$ cat config.mk
export PLATFORM = sky130hd
export DESIGN_NAME = key_value_table_linear
export DESIGN_NICKNAME = d
export VERILOG_FILES = /design/src/hw/rtl/kvt_pkg.sv /design/src/hw/rtl/kvt_ram.sv /design/src/hw/rtl/key_value_table_linear.sv
export SDC_FILE = /design/constraint.sdc
export NUM_CORES = 1
export LEC_CHECK = 0
export BUFFER_PORTS_ARGS = -buffer_cell sky130_fd_sc_hd__clkbuf_2
export CORE_ASPECT_RATIO = 1.75
export CORE_UTILIZATION = 45
export DETAILED_ROUTE_END_ITERATION = 10
export GPL_ROUTABILITY_DRIVEN = 0
export REMOVE_ABC_BUFFERS = 1
export SLEW_MARGIN = 20
export SYNTH_ARGS = -nofsm -noshare
export SYNTH_HDL_FRONTEND = slang
export SYNTH_SLANG_ARGS = --single-unit
$ cat constraint.sdc
create_clock -name clock -period 5.06 [get_ports clock]
set_input_delay 0.506 -clock clock [delete_from_list [all_inputs] [get_ports clock]]
set_output_delay 0.506 -clock clock [all_outputs]
set_load 0.02 [all_outputs]
$ cat src/hw/rtl/kvt_pkg.sv
package kvt_pkg;

   // Command codes
   localparam logic [1:0] CMD_ADD    = 2'd0;
   localparam logic [1:0] CMD_REMOVE = 2'd1;
   localparam logic [1:0] CMD_FIND   = 2'd2;

   // Status codes
   localparam logic [1:0] ST_OK   = 2'd0;
   localparam logic [1:0] ST_FULL = 2'd1;
   localparam logic [1:0] ST_MISS = 2'd2;

   typedef struct packed {
      logic [1:0]          cmd;
      logic signed [31:0]  key;
      logic signed [31:0]  value_in;
   } req_type;

   typedef struct packed {
      logic signed [31:0]  value_out;
      logic [1:0]          status;
      logic [4:0]          entries_now;
   } rsp_type;

endpackage

$ cat src/hw/rtl/kvt_ram.sv
module kvt_ram #(
   parameter int WIDTH = 32,
   parameter int DEPTH = 16,
   localparam int ADDR_W = (DEPTH > 1) ? $clog2(DEPTH) : 1
) (
   input  logic              clock,
   input  logic              wr_en,
   input  logic [ADDR_W-1:0] wr_addr,
   input  logic [WIDTH-1:0]  wr_data,
   input  logic [ADDR_W-1:0] rd_addr,
   output logic [WIDTH-1:0]  rd_data
);

   logic [WIDTH-1:0] mem [DEPTH];

   // One write port, one registered read port
   always_ff @(posedge clock) begin
      if (wr_en) begin
         mem[wr_addr] <= wr_data;
      end
      rd_data <= mem[rd_addr];
   end

endmodule

$ cat src/hw/rtl/key_value_table_linear.sv
// Key-value table with linear search, entries kept in insertion order.
// Input channel req_*: one command item (add, remove, find) per handshake;
// an item is taken when req_valid is high and req_stall is low.
// Result channel rsp_*: exactly one result item per command, in order.
// Keys and values sit in two one-port-read RAMs; the search walks the key
// RAM one entry per cycle, and a remove then moves every later entry down
// one place, one entry per cycle through the same read and write ports.
// An add or an unused code needs no search; find and remove scan first.
// The next item can be taken as soon as the result moves into the output
// register; the output register holds the result while rsp_stall is high,
// and the block then takes one more item and waits with its result until
// the register frees.
// Reset empties the table (entry count zero); RAM contents are not cleared
// and need no clearing pass.
module key_value_table_linear #(
   parameter int TABLE_DEPTH = 16
) (
   input  logic             clock,
   input  logic             reset,
   input  logic             req_valid,
   output logic             req_stall,
   input  kvt_pkg::req_type req_data,
   output logic             rsp_valid,
   input  logic             rsp_stall,
   output kvt_pkg::rsp_type rsp_data
);

   localparam int ADDR_W = (TABLE_DEPTH > 1) ? $clog2(TABLE_DEPTH) : 1;
   localparam int CNT_W  = $clog2(TABLE_DEPTH + 1);

   typedef enum logic [1:0] {
      S_IDLE,
      S_SCAN,
      S_SHIFT,
      S_DONE
   } state_type;

   state_type          state_ff, state_in;
   logic [CNT_W-1:0]   count_ff, count_in;
   logic [1:0]         cmd_ff, cmd_in;
   logic [31:0]        key_ff, key_in;
   logic [CNT_W-1:0]   iss_ff, iss_in;
   logic               chk_vld_ff, chk_vld_in;
   logic [CNT_W-1:0]   chk_idx_ff, chk_idx_in;
   logic [CNT_W-1:0]   rd_ptr_ff, rd_ptr_in;
   logic               wr_vld_ff, wr_vld_in;
   logic [ADDR_W-1:0]  wr_ptr_ff, wr_ptr_in;
   logic [31:0]        res_value_ff, res_value_in;
   logic [1:0]         res_status_ff, res_status_in;
   logic               rsp_valid_ff, rsp_valid_in;
   kvt_pkg::rsp_type   rsp_data_ff, rsp_data_in;

   logic               ram_wr_en;
   logic [ADDR_W-1:0]  ram_wr_addr;
   logic [31:0]        key_wr_data, value_wr_data;
   logic [ADDR_W-1:0]  ram_rd_addr;
   logic [31:0]        key_rd_data, value_rd_data;
   logic               req_take, out_free, key_hit;
   logic [CNT_W+4:0]   count_ext;

   kvt_ram #(.WIDTH(32), .DEPTH(TABLE_DEPTH)) u_key_ram (
      .clock   (clock),
      .wr_en   (ram_wr_en),
      .wr_addr (ram_wr_addr),
      .wr_data (key_wr_data),
      .rd_addr (ram_rd_addr),
      .rd_data (key_rd_data)
   );

   kvt_ram #(.WIDTH(32), .DEPTH(TABLE_DEPTH)) u_value_ram (
      .clock   (clock),
      .wr_en   (ram_wr_en),
      .wr_addr (ram_wr_addr),
      .wr_data (value_wr_data),
      .rd_addr (ram_rd_addr),
      .rd_data (value_rd_data)
   );

   assign req_stall = (state_ff != S_IDLE);
   assign req_take  = req_valid && !req_stall;
   assign out_free  = !rsp_valid_ff || !rsp_stall;
   assign key_hit   = chk_vld_ff && (key_rd_data == key_ff);
   assign count_ext = {5'b0, count_ff};

   // Sequencer: accept, search, shift, deliver
   always_comb begin
      state_in      = state_ff;
      count_in      = count_ff;
      cmd_in        = cmd_ff;
      key_in        = key_ff;
      iss_in        = iss_ff;
      chk_vld_in    = 1'b0;
      chk_idx_in    = chk_idx_ff;
      rd_ptr_in     = rd_ptr_ff;
      wr_vld_in     = 1'b0;
      wr_ptr_in     = wr_ptr_ff;
      res_value_in  = res_value_ff;
      res_status_in = res_status_ff;
      rsp_valid_in  = rsp_valid_ff && rsp_stall;
      rsp_data_in   = rsp_data_ff;
      ram_wr_en     = 1'b0;
      ram_wr_addr   = wr_ptr_ff;
      key_wr_data   = key_rd_data;
      value_wr_data = value_rd_data;
      ram_rd_addr   = iss_ff[ADDR_W-1:0];

      case (state_ff)
         S_IDLE: begin
            if (req_take) begin
               cmd_in        = req_data.cmd;
               key_in        = req_data.key;
               iss_in        = '0;
               res_value_in  = '0;
               res_status_in = kvt_pkg::ST_OK;
               state_in      = S_DONE;
               case (req_data.cmd)
                  kvt_pkg::CMD_ADD: begin
                     if (count_ff >= CNT_W'(TABLE_DEPTH)) begin
                        res_status_in = kvt_pkg::ST_FULL;
                     end else begin
                        ram_wr_en     = 1'b1;
                        ram_wr_addr   = count_ff[ADDR_W-1:0];
                        key_wr_data   = req_data.key;
                        value_wr_data = req_data.value_in;
                        count_in      = count_ff + 1'b1;
                     end
                  end
                  kvt_pkg::CMD_REMOVE, kvt_pkg::CMD_FIND: begin
                     state_in = S_SCAN;
                  end
                  default: begin
                     state_in = S_DONE;
                  end
               endcase
            end
         end

         // One key read issued per cycle, compared when it returns
         S_SCAN: begin
            if (key_hit) begin
               if (cmd_ff == kvt_pkg::CMD_FIND) begin
                  res_value_in = value_rd_data;
                  state_in     = S_DONE;
               end else begin
                  rd_ptr_in = chk_idx_ff + 1'b1;
                  state_in  = S_SHIFT;
               end
            end else if (iss_ff < count_ff) begin
               chk_vld_in = 1'b1;
               chk_idx_in = iss_ff;
               iss_in     = iss_ff + 1'b1;
            end else if (!chk_vld_ff) begin
               res_status_in = kvt_pkg::ST_MISS;
               state_in      = S_DONE;
            end
         end

         // Read entry n, write it back at n-1 on the next cycle
         S_SHIFT: begin
            ram_rd_addr = rd_ptr_ff[ADDR_W-1:0];
            if (wr_vld_ff) begin
               ram_wr_en = 1'b1;
            end
            if (rd_ptr_ff < count_ff) begin
               wr_vld_in = 1'b1;
               wr_ptr_in = ADDR_W'(rd_ptr_ff - 1'b1);
               rd_ptr_in = rd_ptr_ff + 1'b1;
            end else if (!wr_vld_ff) begin
               count_in = count_ff - 1'b1;
               state_in = S_DONE;
            end
         end

         S_DONE: begin
            if (out_free) begin
               rsp_valid_in            = 1'b1;
               rsp_data_in.value_out   = res_value_ff;
               rsp_data_in.status      = res_status_ff;
               rsp_data_in.entries_now = count_ext[4:0];
               state_in                = S_IDLE;
            end
         end

         default: begin
            state_in = S_IDLE;
         end
      endcase
   end

   // State and registered outputs
   always_ff @(posedge clock) begin
      if (reset) begin
         state_ff     <= S_IDLE;
         count_ff     <= '0;
         chk_vld_ff   <= 1'b0;
         wr_vld_ff    <= 1'b0;
         rsp_valid_ff <= 1'b0;
      end else begin
         state_ff     <= state_in;
         count_ff     <= count_in;
         chk_vld_ff   <= chk_vld_in;
         wr_vld_ff    <= wr_vld_in;
         rsp_valid_ff <= rsp_valid_in;
      end
      cmd_ff        <= cmd_in;
      key_ff        <= key_in;
      iss_ff        <= iss_in;
      chk_idx_ff    <= chk_idx_in;
      rd_ptr_ff     <= rd_ptr_in;
      wr_ptr_ff     <= wr_ptr_in;
      res_value_ff  <= res_value_in;
      res_status_ff <= res_status_in;
      rsp_data_ff   <= rsp_data_in;
   end

   assign rsp_valid = rsp_valid_ff;
   assign rsp_data  = rsp_data_ff;

endmodule

==> out/results.ini <==
[power]
p_total_mw = 31.9
power.leakage_nw = 17.4
ir_worst_vdd_uv = 349
power_density_nw_per_um2 = 600

[setup_path]
reg2reg_slack_ns = 0.89
end_kind = flop
cp.arrival_ns = 4.50
path_class = reg2reg
worst_r2r_endpoint = u_value_ram.mem[6][11]
path_max_fanout = 52
critPathLaunchType = flop
worst_r2r_path_depth = 8
timing.rr.start = state_ff[0]
crit_required_ns = 5.38

[layout]
final_cell_area_um2 = 53100
nFillCells = 8161
ff_latch_area_um2 = 36000
layout-drive-gt1-share = 0.236
syn_to_final_growth_pct = 13.8
antenna_cells = 0
multi_input_area_um2 = 10200
fin_nets = 2640

[routing]
drc = 0
drt-total-wl_mm = 112
via_per_inst = 5.82
vias = 23200
ant_nets = 0
drt_pass1_iterations = 6
wire_per_inst_um = 28.2
drtIter0Drc = 1771

[clock_network]
clk_latency_ns = 0.72
cts_tree = yes
cts.sinks = 1224
cts-root-buf = clkbuf_16
clk_pin_slew_ns = 0.07
postCtsSetupBuffers = 0
cts_resized = 0
hold_buffers = 25
clk_path_buf_depth = 3
htree_levels = 3
numCtsBuffers = 108

[die]
start_util = 0.456
die_area_um2 = 105000
die_h_um = 428
rows = 155
coreArea_um2 = 102000
pin_count = 111
die_x_um = 245

[sta]
tightestPinTransition_ns = 1.20
final_max_slew_viol_count = 0
whs_ns = 0.0733
hold_viol_final = 0
skew_ns = 0.0191
rsz0062_at_grt = no
finalCriticalPeriod_ns = 4.17
finalCritPeriodShare = 0.825
max_freq_mhz = 240
max_slew_margin = 0.200
setup_viol = 0

[hold_path]
hold-path-endpoint = key_ff[6]
hold_path.startpoint = req_data[38]
hold-path-cell-count = 1
min_path_type = in2reg

[synth]
yosysUniqueCellTypes = 49
synthCells = 2368
netlist_area_um2 = 46700
yosysSeqAreaShare = 0.772
ys_ff_latch = 1224
syn_area_per_cell_um2 = 19.7
synth_edf_count = 1150
yosys_warnings = 0
async_flop_share = 0
ys.flop_type = edfxtp_1

[global_route]
track_usage = 0.218
overflow = 0
grt_max_degree = 77
antenna_found_initial = 2
grt_first_pass_wirelength_mm = 166
grt_pass1_vias = 24700

[placement]
hpwl_mm = 62.8
placed_cell_area_um2 = 49200
portBuffers = 110

[status]
status = completed

[run]
max_cap_viol_count = 0

[kinds of logic (layout without fill, tap and decap cells)]
kind of cell / Yosys count / in the layout / synth area share
flip-flops: 1224 / 1224 / 0.772
AND/OR/NAND/NOR: 505 / 505 / 0.0483
buffers and inverters: 141 / 418 / 0.0153
adder cells (fa/ha/maj): 20 / 20 / 0.00552
XOR/XNOR: 44 / 44 / 0.00826
AO/OA/AOI/OAI: 167 / 167 / 0.0247
multiplexers: 267 / 267 / 0.126
[layer usage]
metal / up-vias / global-route usage / share of wire
met2: 717 / 0.381 / 0.53
li1: 9816 / - / -
met5: - / 0 / 0
met3: 164 / 0.0335 / 0.052
met4: 0 / 0.0670 / 0.025
met1: 12500 / 0.279 / 0.40
[worst max-delay path by stage]
stage,start,endpoint,cells past startpoint
after global placement,state_ff[0],u_value_ram.mem[6][5],8
after detailed placement,state_ff[0],u_value_ram.mem[6][4],8
after global routing,state_ff[0],u_value_ram.mem[6][19],8
final,state_ff[0],u_value_ram.mem[6][11],8
after CTS,state_ff[0],u_value_ram.mem[6][27],8
after floorplan,state_ff[0],u_key_ram.rd_data[0],7
[cell type report]
class	instances	area share
Sequential cell	1224	0.678
Multi-Input combinational cell	1003	0.191
Clock buffer	147	0.0565
Tap cell	1334	0.0314
Timing Repair Buffer	192	0.0292
Clock inverter	58	0.0123
Inverter	21	0.00148
[state kept, by name (all words and copies together), names as in the netlist, 4 cells and up]
register and flops:
rd_ptr_ff 5, res_value_ff 32, rsp_data 39, wr_ptr_ff 4, u_value_ram.mem 512, chk_idx_ff 5, u_value_ram.rd_data 32, iss_ff 5
u_key_ram.rd_data 32, count_ff 5, u_key_ram.mem 512, key_ff 32
[layout by cell type (no fill, tap or decap), drive strengths merged, types with 26 or more instances in the layout]
cell type | synthesis | final
xor2 | 36 | 36
inv | 21 | 26
mux4 | 256 | 256
clkbuf | 52 | 257
nor2 | 33 | 33
a211oi | 68 | 68
dfxtp | 74 | 74
a31oi | 70 | 70
nand2 | 330 | 330
clkinv | 0 | 33
buf | 68 | 57
edfxtp | 1150 | 1150
and2 | 98 | 98
[power by group]
| part | total (mW) | internal (mW) | leakage [nW] | switching (mW) |
|---|---|---|---|---|
| combinational | 9.53 | 3.69 | 4.57 | 5.83 |
| sequential | 13.9 | 13.4 | 11.0 | 0.485 |
| clock | 8.48 | 4.79 | 1.77 | 3.69 |
[Yosys cell counts, types with 13 or more instances]
cell / count / area share
clkbuf_1: 52 / 0.0042
nand2_1: 330 / 0.027
buf_1: 16 / 0.0013
buf_2: 29 / 0.0031
a31oi_1: 70 / 0.0094
edfxtp_1: 1150 / 0.74
xor2_1: 36 / 0.0068
inv_1: 21 / 0.0017
mux4_2: 256 / 0.12
ha_1: 19 / 0.0051
buf_6: 17 / 0.0041
dfxtp_1: 74 / 0.032
and2_1: 98 / 0.013
nor2_1: 33 / 0.0027
nor4_1: 13 / 0.0017
a211oi_1: 68 / 0.011
[metrics by stage]
| step | cells | util | setup slack (ns) | setup TNS [ns] |
|---|---|---|---|---|
| after detailed placement | 3748 | 0.480 | 0.957 | 0 |
| after global placement | 3748 | 0.480 | 1.11 | 0 |
| after global routing | 3979 | 0.519 | 0.709 | 0 |
| after CTS | 3978 | 0.519 | 0.926 | 0 |
| after floorplan | 2248 | - | -11.23 | -2540.34 |
| final | 3979 | 0.519 | 0.887 | 0 |
[worst max-delay path, cell delays in order, from the launching register on]
cell	delay, ns
dfxtp_1	0.46
inv_1	0.12
ha_1	0.25
and2_2	0.32
and3_4	0.37
nor3b_1	0.37
a32oi_1	0.33
nor2_4	0.50
buf_4	0.82
No activity file was read; power rests on OpenSTA's default activity.
